## src/hdl/tpid_pkg.sv

```systemverilog
// Shared types and constants for the tiled palette icon decoder.
// No dependencies; every other file in hdl/ imports this package.
package tpid_pkg;

    // Stream field widths
    localparam int ICON_BYTE_W = 8;
    localparam int COUNT_W     = 9;
    localparam int ADDR_W      = 11;
    localparam int CHAN_W      = 8;
    localparam int INDEX_W     = 4;
    localparam int COLOR_W     = 15;
    localparam int OUT_DATA_W  = 80;   // 75 bits of fields, padded to whole bytes

    // Configuration port
    localparam int CFG_INDEX_W = 2;
    localparam int CFG_DATA_W  = 64;
    localparam int PALETTE_W   = 4 * CFG_DATA_W;

    localparam logic [CFG_INDEX_W-1:0] CFG_PAL_0_TO_3   = 2'd0;
    localparam logic [CFG_INDEX_W-1:0] CFG_PAL_4_TO_7   = 2'd1;
    localparam logic [CFG_INDEX_W-1:0] CFG_PAL_8_TO_11  = 2'd2;
    localparam logic [CFG_INDEX_W-1:0] CFG_PAL_12_TO_15 = 2'd3;

    // Last byte of one icon
    localparam logic [COUNT_W-1:0] LAST_BYTE = 9'd511;

    localparam logic [CHAN_W-1:0] ALPHA_CLEAR  = 8'd0;
    localparam logic [CHAN_W-1:0] ALPHA_OPAQUE = 8'd255;

    // floor(c * 255 / 31) for a 5-bit channel
    localparam logic [CHAN_W-1:0] EXPAND5_LUT [32] = '{
        8'd0,   8'd8,   8'd16,  8'd24,  8'd32,  8'd41,  8'd49,  8'd57,
        8'd65,  8'd74,  8'd82,  8'd90,  8'd98,  8'd106, 8'd115, 8'd123,
        8'd131, 8'd139, 8'd148, 8'd156, 8'd164, 8'd172, 8'd180, 8'd189,
        8'd197, 8'd205, 8'd213, 8'd222, 8'd230, 8'd238, 8'd246, 8'd255
    };

    typedef struct packed {
        logic [CHAN_W-1:0] alpha;
        logic [CHAN_W-1:0] blue;
        logic [CHAN_W-1:0] green;
        logic [CHAN_W-1:0] red;
    } pixel_rgba_t;

endpackage

```

## src/hdl/tpid_byte_counter.sv

```systemverilog
// Byte position counter for the icon stream.
// Depends on tpid_pkg for widths.
module tpid_byte_counter
    import tpid_pkg::*;
(
    input  logic               clk,
    input  logic               rst_n,
    input  logic               advance,
    input  logic               restart,
    output logic [COUNT_W-1:0] position
);

    logic [COUNT_W-1:0] count_reg;
    logic [COUNT_W-1:0] count_next;

    // A restart forces position zero for the current item
    assign position   = restart ? '0 : count_reg;
    assign count_next = position + COUNT_W'(1);

    always_ff @(posedge clk or negedge rst_n)
    begin
        if (!rst_n)
        begin
            count_reg <= '0;
        end
        else if (advance)
        begin
            count_reg <= count_next;
        end
    end

endmodule

```

## src/hdl/tpid_texel_addr.sv

```systemverilog
// Untiles a byte position into a texel address of the left pixel.
// Depends on tpid_pkg for widths.
module tpid_texel_addr
    import tpid_pkg::*;
#(
    parameter int TEXTURE_ROW_PITCH = 64
)
(
    input  logic [COUNT_W-1:0] position,
    output logic [ADDR_W-1:0]  texel_address
);

    localparam int PITCH_W = $clog2(TEXTURE_ROW_PITCH + 1);
    localparam int PROD_W  = 5 + PITCH_W;

    logic [4:0]        pixel_x;
    logic [4:0]        pixel_row;
    logic [PROD_W-1:0] row_offset;

    // x = tile column * 8 + pair * 2; row = tile row * 8 + row in tile
    assign pixel_x    = {position[6:5], position[1:0], 1'b0};
    assign pixel_row  = {position[8:7], position[4:2]};
    assign row_offset = PROD_W'(pixel_row) * PROD_W'(TEXTURE_ROW_PITCH);

    // Address wraps at 2048
    assign texel_address = row_offset[ADDR_W-1:0] + ADDR_W'(pixel_x);

endmodule

```

## src/hdl/tpid_palette_lookup.sv

```systemverilog
// Palette registers and the two color lookups with channel expansion.
// Depends on tpid_pkg for register codes, the expansion table and pixel_rgba_t.
module tpid_palette_lookup
    import tpid_pkg::*;
(
    input  logic                   clk,
    input  logic                   rst_n,
    input  logic                   cfg_write,
    input  logic [CFG_INDEX_W-1:0] cfg_index,
    input  logic [CFG_DATA_W-1:0]  cfg_data,
    input  logic [INDEX_W-1:0]     left_index,
    input  logic [INDEX_W-1:0]     right_index,
    output pixel_rgba_t            left_pixel,
    output pixel_rgba_t            right_pixel
);

    logic [PALETTE_W-1:0] palette_reg;
    logic [PALETTE_W-1:0] palette_next;
    logic [COLOR_W-1:0]   left_color;
    logic [COLOR_W-1:0]   right_color;

    // Register write decode
    always_comb
    begin
        palette_next = palette_reg;
        case (cfg_index)
            CFG_PAL_0_TO_3:   palette_next[63:0]    = cfg_data;
            CFG_PAL_4_TO_7:   palette_next[127:64]  = cfg_data;
            CFG_PAL_8_TO_11:  palette_next[191:128] = cfg_data;
            CFG_PAL_12_TO_15: palette_next[255:192] = cfg_data;
            default:          palette_next = palette_reg;
        endcase
    end

    always_ff @(posedge clk or negedge rst_n)
    begin
        if (!rst_n)
        begin
            palette_reg <= '0;
        end
        else if (cfg_write)
        begin
            palette_reg <= palette_next;
        end
    end

    // 16-bit entries, bit 15 unused
    assign left_color  = palette_reg[{left_index, 4'b0000} +: COLOR_W];
    assign right_color = palette_reg[{right_index, 4'b0000} +: COLOR_W];

    // Channel expansion; index zero is transparent
    always_comb
    begin
        left_pixel.red    = EXPAND5_LUT[left_color[4:0]];
        left_pixel.green  = EXPAND5_LUT[left_color[9:5]];
        left_pixel.blue   = EXPAND5_LUT[left_color[14:10]];
        left_pixel.alpha  = (left_index == '0) ? ALPHA_CLEAR : ALPHA_OPAQUE;
        right_pixel.red   = EXPAND5_LUT[right_color[4:0]];
        right_pixel.green = EXPAND5_LUT[right_color[9:5]];
        right_pixel.blue  = EXPAND5_LUT[right_color[14:10]];
        right_pixel.alpha = (right_index == '0) ? ALPHA_CLEAR : ALPHA_OPAQUE;
    end

endmodule

```

## src/hdl/tiled_palette_icon_decoder_core.sv

```systemverilog
// Top level of the tiled 4bpp palette icon decoder: input and result registers.
// Depends on tpid_pkg, tpid_byte_counter, tpid_texel_addr and tpid_palette_lookup.
//
//  Channel  Handshake                  Payload
//  -------  -------------------------  ------------------------------------------
//  s_axis   s_axis_tvalid/tready       tdata: icon_byte; tuser: start_of_icon
//  m_axis   m_axis_tvalid/tready       tdata: address and two RGBA pixels;
//                                      tlast: icon_done
//  cfg      cfg_valid/cfg_ready        cfg_index, cfg_data (palette words)
//
// One item per cycle sustained while m_axis_tready stays high; each item passes the
// input register, then the result register.
// cfg_ready is always high; palette registers reset to zero, counter to zero.
// A stalled result holds while the input register still takes one more item.
module tiled_palette_icon_decoder_core
    import tpid_pkg::*;
#(
    parameter int TEXTURE_ROW_PITCH = 64
)
(
    input  logic                   clk,
    input  logic                   rst_n,
    // tdata [7:0] icon_byte
    input  logic [7:0]             s_axis_tdata,
    // tuser [0] start_of_icon
    input  logic                   s_axis_tuser,
    input  logic                   s_axis_tvalid,
    output logic                   s_axis_tready,
    // tdata [10:0] texel_address, [18:11] left_red, [26:19] left_green,
    // [34:27] left_blue, [42:35] left_alpha, [50:43] right_red,
    // [58:51] right_green, [66:59] right_blue, [74:67] right_alpha, [79:75] zero
    output logic [OUT_DATA_W-1:0]  m_axis_tdata,
    // tlast: icon_done
    output logic                   m_axis_tlast,
    output logic                   m_axis_tvalid,
    input  logic                   m_axis_tready,
    input  logic                   cfg_valid,
    output logic                   cfg_ready,
    input  logic [CFG_INDEX_W-1:0] cfg_index,
    input  logic [CFG_DATA_W-1:0]  cfg_data
);

    logic                   in_accept;
    logic                   out_load;
    logic [COUNT_W-1:0]     position;

    logic                   stage_valid_reg;
    logic [ICON_BYTE_W-1:0] stage_byte_reg;
    logic [COUNT_W-1:0]     stage_pos_reg;

    logic [ADDR_W-1:0]      texel_address;
    pixel_rgba_t            left_pixel;
    pixel_rgba_t            right_pixel;
    logic [OUT_DATA_W-1:0]  result_next;

    logic                   out_valid_reg;
    logic [OUT_DATA_W-1:0]  out_data_reg;
    logic                   out_last_reg;

    assign cfg_ready = 1'b1;

    // Flow control: result register frees, then the input register moves on
    assign out_load      = stage_valid_reg && (!out_valid_reg || m_axis_tready);
    assign s_axis_tready = !stage_valid_reg || out_load;
    assign in_accept     = s_axis_tvalid && s_axis_tready;

    tpid_byte_counter u_counter (
        .clk      (clk),
        .rst_n    (rst_n),
        .advance  (in_accept),
        .restart  (s_axis_tuser),
        .position (position)
    );

    // Input register
    always_ff @(posedge clk or negedge rst_n)
    begin
        if (!rst_n)
        begin
            stage_valid_reg <= 1'b0;
        end
        else if (s_axis_tready)
        begin
            stage_valid_reg <= s_axis_tvalid;
        end
    end

    always_ff @(posedge clk)
    begin
        if (in_accept)
        begin
            stage_byte_reg <= s_axis_tdata;
            stage_pos_reg  <= position;
        end
    end

    tpid_texel_addr #(
        .TEXTURE_ROW_PITCH (TEXTURE_ROW_PITCH)
    ) u_addr (
        .position      (stage_pos_reg),
        .texel_address (texel_address)
    );

    tpid_palette_lookup u_palette (
        .clk         (clk),
        .rst_n       (rst_n),
        .cfg_write   (cfg_valid),
        .cfg_index   (cfg_index),
        .cfg_data    (cfg_data),
        .left_index  (stage_byte_reg[3:0]),
        .right_index (stage_byte_reg[7:4]),
        .left_pixel  (left_pixel),
        .right_pixel (right_pixel)
    );

    // Pack the result item
    assign result_next = {5'b00000,
                          right_pixel.alpha, right_pixel.blue,
                          right_pixel.green, right_pixel.red,
                          left_pixel.alpha, left_pixel.blue,
                          left_pixel.green, left_pixel.red,
                          texel_address};

    // Result register
    always_ff @(posedge clk or negedge rst_n)
    begin
        if (!rst_n)
        begin
            out_valid_reg <= 1'b0;
        end
        else if (!out_valid_reg || m_axis_tready)
        begin
            out_valid_reg <= stage_valid_reg;
        end
    end

    always_ff @(posedge clk)
    begin
        if (out_load)
        begin
            out_data_reg <= result_next;
            out_last_reg <= (stage_pos_reg == LAST_BYTE);
        end
    end

    assign m_axis_tvalid = out_valid_reg;
    assign m_axis_tdata  = out_data_reg;
    assign m_axis_tlast  = out_last_reg;

endmodule

```

## config.mk

```make
export PLATFORM = sky130hd
export DESIGN_NAME = tiled_palette_icon_decoder_core
export DESIGN_NICKNAME = d
export VERILOG_FILES = /design/src/hdl/tpid_pkg.sv /design/src/hdl/tpid_byte_counter.sv /design/src/hdl/tpid_texel_addr.sv /design/src/hdl/tpid_palette_lookup.sv /design/src/hdl/tiled_palette_icon_decoder_core.sv
export SDC_FILE = /design/constraint.sdc
export NUM_CORES = 1
export LEC_CHECK = 0
export ABC_AREA = 1
export BUFFER_PORTS_ARGS = -buffer_cell sky130_fd_sc_hd__buf_2
export CORE_ASPECT_RATIO = 1.2
export CORE_MARGIN = 5
export CORE_UTILIZATION = 48
export CTS_CLUSTER_DIAMETER = 40
export DETAILED_ROUTE_END_ITERATION = 10
export GPL_TIMING_DRIVEN = 0
export HOLD_SLACK_MARGIN = 0.02
export PLACE_DENSITY = 0.69
export SLEW_MARGIN = 20
export SYNTH_ARGS = -nofsm -noshare
export SYNTH_HDL_FRONTEND = slang
export SYNTH_SLANG_ARGS = --single-unit
```

## constraint.sdc

```tcl
create_clock -name clk -period 4 [get_ports clk]
set_clock_uncertainty 0.1 [all_clocks]
set_input_delay 0.6 -clock clk [delete_from_list [all_inputs] [get_ports clk]]
set_output_delay 0.6 -clock clk [all_outputs]
set_load 0.02 [all_outputs]
```

==> metrics.cfg, run 1 <==
[sta]
finalMaxSlewViolations=0
fmax_ghz=0.3774
finalSetupTns_ns=0
tightest_slew_ns=1.033
min_period_ns=2.650
maxSlewHeadroom=0.3114
period_share=0.6624
setup_viol=0
hold_viol=0
rsz0062_at_grt=false
whs_ns=0.1186

[clocking]
cts-hold-fix-buffers=1
clockBufferDepth=3
cts_tree=yes
clk_pin_slew_worst_paths_ns=0.05
cts_inserted_buffers=42
cts_sinks=328
htreeDepth=2
postCtsSetupBuffers=0
cts_resized=0
cts_root_buf=clkbuf_16
clk_latency_ns=0.56

[logic_synthesis]
synth_cell_type_count=34
synth-seq-cells=328
syn_area_um2=17780
yosysWarnings=0
synth_edf_count=77
avgSynthCellArea_um2=7.570
synthFlopType=dfrtp_1
netlist_top_cells_count=nand2_1 (768), o21ai_0 (311), inv_1 (282)
syn-instance-count=2349
yosysSeqAreaShare=0.4833
synth.most_common_cell=nand2_1
yosys.area.top_type_share=0.3532
synth_area_leader_cell=dfrtp_1
ys_top_cells_by_area=dfrtp_1 (35%), nand2_1 (16%), edfxtp_1 (13%)
synthArstFlopShare=0.7652

[route]
num_vias=17550
avgRoutedWirePerCell_um=24.47
totalWireLength_um=74940
drtPass1Iterations=7
via_per_inst=5.729
postRouteAntennaNets=0
dr.first_iter.drc_count=1852
drc=0

[worst_setup_path]
required_ns=4.22
cp_common_cell=nand2_1
worstPathMaxFanout=10
cp-endpoint=m_axis_tdata[20]$_DFFE_PP_
crit_type=reg2reg
reg2reg_depth=15
r2r_setup_slack_ns=1.35
crit_family=buffers and inverters
endpoint_kind=flip-flop
crit_path_start_kind=flip-flop
path_buf_inv=4
crit_path_start=stage_byte_reg[0]$_DFFE_PP_
slowest_delay_ns=0.67
r2r-start=stage_byte_reg[0]$_DFFE_PP_
arrival_ns=2.87
regToRegEndpoint=m_axis_tdata[20]$_DFFE_PP_
path_cells=inv_2 > clkbuf_1 > nand2_1 > nand3_1 > nand2_1 > nand2_1 > nand2_1 > inv_1 > nand2_2 > inv_2 > nand2_1 > nand2_1 > nand2_1 > nand2_1 > nand2_1
critPathSlowestCell=clkbuf_1
crit_cells=15

[global_routing]
grt_pass1_wl_um=107200
overflow=0
track_usage=0.3598
grt_pass1_vias=16680
grt_start_max_net_pins=105
antenna_found_initial=0

[place]
hpwl_um=57810
port_buffers=151
place.gp.congestion=1.006
postPlaceCellArea_um2=19280

[power_and_ir_drop]
p_leak_uw=0.01039
peakVddDrop_uv=443.6
p_per_area_nw_per_um2=508.8

[run]
max_cap_violations=0

[cells_and_area]
stdcell_area_um2=20630
synthToLayoutAreaGrowth_pct=16.00
layout-drive-gt1-share=0.1515
final_core_util=0.5619
nNetsFinal=2636
largest_reg_flops=240

[die]
start_util=0.4844
io-pin-count=164
fp-row-count=77
core_um2=36710
fp.dieArea_um2=41010
dieHeight_um=220.8
die_w_um=185.7

[run_status]
status=complete, no violations

[hold_path]
hold_class=in2reg

-- metal layers --
| metal | track usage | wire (µm) |
|---|---|---|
| met1 | 0.4352 | 27170 |
| met2 | 0.5557 | 33980 |
| met3 | 0.04862 | 5301 |
| met4 | 0.3170 | 8481 |
| met5 | 0 | 0 |
-- cell usage in the layout, fill, tap and decap left out, drive strengths merged --
master	n
a31oi	5
dfrtp	251
a211oi	1
xnor2	2
o211ai	46
conb	8
nand3	250
ha	1
nor2	49
buf	254
clkinvlp	3
diode	1
o21ai	334
dlygate4sd3	1
nor4	2
bufinv	1
nand4	2
edfxtp	77
clkinv	15
nand2	792
nor3	2
xor2	2
inv	310
clkbuf	119
a21oi	61
-- power breakdown --
group / leakage [µW] / switching, µW / internal, µW / total (µW)
logic: 0.00584 / 1830 / 748 / 2580
clock network: 0.000655 / 1500 / 2090 / 3590
registers: 0.00389 / 351 / 3980 / 4330
-- per-stage QoR --
step	cells	power, µW	worst slack (ns)
4_1_cts	3062	10490	1.441
2_1_floorplan	2355	5815	1.059
5_1_grt	3062	10940	1.250
6_report	3063	10500	1.350
3_3_place_gp	2980	6812	-2.182
3_5_place_dp	2984	6902	1.292
-- worst min path at each step --
stage / start / to / depth (start not counted)
finish: s_axis_tdata[0] / stage_byte_reg[0]$_DFFE_PP_ / 1
global route: s_axis_tdata[2] / stage_byte_reg[2]$_DFFE_PP_ / 1
CTS: s_axis_tdata[0] / stage_byte_reg[0]$_DFFE_PP_ / 1
detailed placement: stage_pos_reg[1]$_DFFE_PP_ / m_axis_tdata[2]$_DFFE_PP_ / 0
global placement: stage_pos_reg[1]$_DFFE_PP_ / m_axis_tdata[2]$_DFFE_PP_ / 0
floorplan: rst_n / m_axis_tvalid$_DFFE_PN0P_ / 0
-- logic make-up after synthesis --
kind of cell               after synthesis  share of synthesized area
adders and majority gates                1                  0.0007036
other                                    2                  0.0004224
and+or+nand+nor                       1097                     0.2565
xor gates and xnor gates                 4                   0.001971
AOI/OAI and AO/OA                      447                     0.1393
buffers and inverters                  470                     0.1179
DFF                                    328                     0.4833
-- cell type report --
| cell class | count | area [µm²] |
|---|---|---|
| Buffer | 167 | 955.9 |
| Clock inverter | 26 | 214.0 |
| Sequential cell | 328 | 8593 |
| Tap cell | 474 | 593.1 |
| Multi-Input combinational cell | 1557 | 7126 |
| Antenna cell | 1 | 2.502 |
| Clock buffer | 51 | 1116 |
| Fill cell | 3514 | 16080 |
| Timing Repair Buffer | 156 | 885.9 |
| Inverter | 303 | 1140 |
Note: power is estimated with default switching activity, not from simulation.
==> run 2: changes to the inputs <==
==> constraint.sdc (replaced) <==
create_clock -name clk -period 2.15 [get_ports clk]
set_clock_uncertainty 0.1 [all_clocks]
set_input_delay 0.3225 -clock clk [delete_from_list [all_inputs] [get_ports clk]]
set_output_delay 0.3225 -clock clk [all_outputs]
set_load 0.02 [all_outputs]
==> metrics.cfg, run 2 (synthesized netlist as in run 1, its figures left out) <==
[run_status]
status=finished with violations
violations=negative setup slack

[worst_setup_path]
crit_path_start_kind=flip-flop
crit_path_start=stage_byte_reg[4]$_DFFE_PP_
worstPathMaxFanout=10
path_cells=buf_12 > buf_4 > a21oi_2 > o21ai_4 > nand2_1 > nand2_1 > nand2_1 > inv_2 > nand2_4 > buf_4 > nand3_1 > nand3_1 > nand2_1
endpoint_kind=flip-flop
cp_common_cell=nand2_1
slowest_delay_ns=0.41
r2r-start=stage_byte_reg[4]$_DFFE_PP_
required_ns=2.37
crit_type=reg2reg
arrival_ns=2.45
critPathSlowestCell=edfxtp_1

[die]
io-pin-count=164
die_w_um=185.7
core_um2=36710
fp.dieArea_um2=41010
dieHeight_um=220.8
start_util=0.4844
fp-row-count=77

[power_and_ir_drop]
peakVddDrop_uv=777.2
p_leak_uw=0.01116
total_power_uw=21030
p_per_area_nw_per_um2=931.0

[cells_and_area]
mostFrequentLayoutCells=nand2_1 (753), o21ai_0 (280), inv_1 (272), dfrtp_1 (251), nand3_1 (224)
filler_cell_count=3319
final_cells=3143
nNetsFinal=2716
final_common_cell=nand2_1
layout-drive-gt1-share=0.1945
synthToLayoutAreaGrowth_pct=27.01
diodes=0
largest_reg_flops=240

[sta]
finalWorstSetupSlack_ns=-0.08131
setup_viol=14
finalSetupTns_ns=-0.7268
min_period_ns=2.231
whs_ns=0.02965
tightest_slew_ns=1.038
period_share=1.038
maxSlewHeadroom=0.3079
fmax_ghz=0.4482
rsz0062_at_grt=true
hold_viol=0
finalMaxSlewViolations=0

[clocking]
htreeDepth=2
cts_tree=yes
clk_latency_ns=0.58
clk_pin_slew_worst_paths_ns=0.06
cts_root_buf=clkbuf_16
cts_inserted_buffers=44
clockBufferDepth=3
cts_sinks=328

[hold_path]
worstHoldStart=cfg_data[22]
hold_class=in2reg

[place]
post-place-ws_ns=-0.3396
dpl.cell_count=2985
port_buffers=151
place.gp.congestion=1.041
hpwl_um=57760

[global_routing]
overflow=0
grt_start_max_net_pins=77
track_usage=0.3697
grt_pass1_vias=17440
antenna_found_initial=1
grt_pass1_wl_um=111000

[run]
max_cap_violations=0

[route]
num_vias=17960
avgRoutedWirePerCell_um=24.52
drtPass1Iterations=6
dr.first_iter.drc_count=1760
postRouteAntennaNets=0
drc=0
totalWireLength_um=77070
via_per_inst=5.715

run 2: power by group:
part | internal [µW] | leakage [µW] | switching [µW]
combinational | 1740 | 0.00653 | 3630
clock | 4650 | 0.000751 | 2930
sequential | 7400 | 0.00389 | 674
run 2: path summary, 6_finish.rpt:
kind,to,slack [ns],cells after the start
max reg2reg,m_axis_tdata[43]$_DFFE_PP_,-0.08,13
min in group asynchronous,u_counter.count_reg[6]$_DFFE_PN0P_,0.17,2
max in group asynchronous,u_palette.palette_reg[94]$_DFFE_PN0P_,0.72,4
min,u_palette.palette_reg[150]$_DFFE_PN0P_,0.03,3
max,m_axis_tdata[43]$_DFFE_PP_,-0.08,13
min reg2reg,m_axis_tdata[4]$_DFFE_PP_,0.35,0
run 2: what timing repair did:
item,4_1_cts,5_1_grt
hold endpoints to repair,239,0
gates cloned,3,4
hold buffers,58,0
endpoints found under the setup margin,26,20
resized for setup,197,85
setup buffers,11,3
pin swaps,34,18
run 2: worst max-delay path: cells and delay by family (launching register included):
family          cells  cell delay [ns]
compound gates      2             0.30
buf+inv             4             0.56
flops               1             0.41
simple gates        7             0.60
run 2: stage by stage:
stage / cell area, µm² / utilization
after floorplan: 17820 / -
after global placement: 19160 / 0.5221
after detailed placement: 19310 / 0.5261
after CTS: 22190 / 0.6044
after global routing: 22580 / 0.6152
final: 22580 / 0.6152
run 2: layer usage:
| metal | track usage | vias up | part of all wire |
|---|---|---|---|
| met4 | 0.3362 | 0 | 0.12 |
| met1 | 0.4401 | 8626 | 0.36 |
| li1 | - | 8069 | - |
| met5 | 0 | - | 0 |
| met2 | 0.5755 | 966 | 0.45 |
| met3 | 0.04681 | 300 | 0.070 |
run 2: final cells by class:
type	instances	area, µm²	share of cell area
Sequential cell	328	8593	0.3805
Multi-Input combinational cell	1557	7599	0.3365
Timing Repair Buffer	235	1788	0.07917
Buffer	166	1309	0.05795
Clock buffer	57	1245	0.05513
Inverter	303	1171	0.05186
Tap cell	474	593.1	0.02626
Clock inverter	23	285.3	0.01263
==> run 3: changes to the inputs <==
--- a/config.mk
+++ b/config.mk
@@ -10,8 +10,10 @@
 export CORE_ASPECT_RATIO = 1.2
 export CORE_MARGIN = 5
 export CORE_UTILIZATION = 48
+export CTS_BUF_LIST = sky130_fd_sc_hd__clkbuf_4
 export CTS_CLUSTER_DIAMETER = 40
 export DETAILED_ROUTE_END_ITERATION = 10
+export GPL_ROUTABILITY_DRIVEN = 1
 export GPL_TIMING_DRIVEN = 0
 export HOLD_SLACK_MARGIN = 0.02
 export PLACE_DENSITY = 0.69
==> metrics.cfg, run 3 (synthesized netlist as in run 1, its figures left out) <==
[place]
dpl.cell_count=2985
hpwl_um=57760
postPlaceCellArea_um2=19310
place.gp.congestion=1.041
port_buffers=151

[power_and_ir_drop]
p_per_area_nw_per_um2=862.1
p_leak_uw=0.01112
peakVddDrop_uv=570.1

[clocking]
cts_tree=yes
cts_root_buf=clkbuf_4
clk_latency_ns=0.85
clockBufferDepth=3
cts_inserted_buffers=87
htreeDepth=3
clk_pin_slew_worst_paths_ns=0.06
cts_sinks=328

[cells_and_area]
largest_reg_flops=240
synthToLayoutAreaGrowth_pct=25.09
final_common_cell=nand2_1
final_core_util=0.6059
filler_cell_count=3379
stdcell_area_um2=22240
final_cells=3238
nNetsFinal=2773
mostFrequentLayoutCells=nand2_1 (756), o21ai_0 (279), inv_1 (273), dfrtp_1 (250), nand3_1 (227)
layout-drive-gt1-share=0.2065

[sta]
maxSlewHeadroom=0.2801
finalMaxSlewViolations=0
hold_viol=0
rsz0062_at_grt=true
tightest_slew_ns=1.080
min_period_ns=2.244
setup_viol=12
finalSetupTns_ns=-0.6982
fmax_ghz=0.4456
period_share=1.044
finalWorstSetupSlack_ns=-0.09432

[route]
avgRoutedWirePerCell_um=23.86
via_per_inst=5.628
num_vias=18230
dr.first_iter.drc_count=1779
totalWireLength_um=77250
drtPass1Iterations=6
postRouteAntennaNets=0
drc=0

[global_routing]
grt_start_max_net_pins=77
overflow=0
track_usage=0.3710
grt_pass1_wl_um=110600
grt_pass1_vias=17650
antenna_found_initial=2

[run]
max_cap_violations=0

[die]
start_util=0.4844
fp-row-count=77
core_um2=36710
fp.dieArea_um2=41010
io-pin-count=164
dieHeight_um=220.8
die_w_um=185.7

[worst_setup_path]
required_ns=2.63
slowest_delay_ns=0.36
cp_common_cell=nand2_1
critPathSlowestCell=edfxtp_1
crit_path_start_kind=flip-flop
crit_type=reg2reg
path_cells=buf_4 > inv_2 > buf_6 > nand3_1 > nand2_1 > nand2_1 > nand2_1 > inv_1 > nand2_4 > nand2_1 > nand3_1 > nand3_1 > nand2_1 > nand2_1
worstPathMaxFanout=10
arrival_ns=2.72
endpoint_kind=flip-flop

[run_status]
violations=negative setup slack
status=finished with violations

[hold_path]
hold_class=in2reg

run 3: changes by cell type in the layout (fill, tap and decap cells not counted), moves of 7 or more:
cell	change
dlygate4sd3_1	+15
clkbuf_4	+129
clkinv_1	+20
buf_2	-10
buf_6	+14
clkbuf_1	-7
clkbuf_16	-48
run 3: final timing paths:
check                                                         endpoint  cells past startpoint  slack [ns]                        start
max in group asynchronous       u_palette.palette_reg[247]$_DFFE_PN0P_                      5        0.43                        rst_n
worst max-delay path                        m_axis_tdata[11]$_DFFE_PP_                     14       -0.09  stage_byte_reg[1]$_DFFE_PP_
worst min register to register               m_axis_tdata[8]$_DFFE_PP_                      0        0.35   stage_pos_reg[4]$_DFFE_PP_
min in group asynchronous           u_counter.count_reg[6]$_DFFE_PN0P_                      3        0.46                        rst_n
worst max register to register              m_axis_tdata[11]$_DFFE_PP_                     14       -0.09  stage_byte_reg[1]$_DFFE_PP_
worst min-delay path                       stage_byte_reg[1]$_DFFE_PP_                      2        0.11              s_axis_tdata[1]
run 3: layout make-up:
class | count | area [µm²] | share of cell area
diodes | 4 | 10.01 | 0.0004500
multi-input cells | 1557 | 7522 | 0.3382
repair buffers | 248 | 1909 | 0.08585
clock inverters | 28 | 192.7 | 0.008663
plain buffers | 167 | 1285 | 0.05777
well taps | 474 | 593.1 | 0.02667
clock buffers | 129 | 968.4 | 0.04354
flip-flops and latches | 328 | 8594 | 0.3864
inverters | 303 | 1166 | 0.05243
run 3: repair_timing:
item / CTS / global route
gates resized for setup: 140 / 138
cloned: 0 / 4
hold endpoints to repair: 473 / 0
setup endpoints to repair: 27 / 30
buffers inserted: 11 / 4
pin swaps: 16 / 21
hold buffers: 73 / 0
run 3: layer usage:
layer	share of wire	track usage	up-vias
li1	-	-	8237
met1	0.35	0.4330	8741
met2	0.46	0.5792	964
met3	0.073	0.06307	283
met4	0.11	0.3299	0
met5	0	0	-
run 3: critical path, delay by kind of cell, from the launching register on:
| family | cells | cell delay [ns] |
|---|---|---|
| simple gates | 10 | 0.91 |
| buf+inv | 4 | 0.64 |
| flops | 1 | 0.36 |
run 3: power breakdown:
| part | switching, µW | internal (µW) | total [µW] |
|---|---|---|---|
| registers | 676 | 7390 | 8070 |
| logic | 3590 | 1720 | 5310 |
| clock network | 2690 | 3110 | 5790 |
run 3: per-stage QoR:
| stage | hold WS, ns | power (µW) | setup slack, ns |
|---|---|---|---|
| 4_1_cts | 0.04558 | 18920 | -0.04154 |
| 3_3_place_gp | 0.3303 | 12660 | -3.803 |
| 6_report | 0.1143 | 19170 | -0.09432 |
| 5_1_grt | 0.08663 | 20090 | -0.1945 |
| 3_5_place_dp | 0.2035 | 12840 | -0.3396 |
| 2_1_floorplan | -0.07309 | 10820 | 0.06145 |
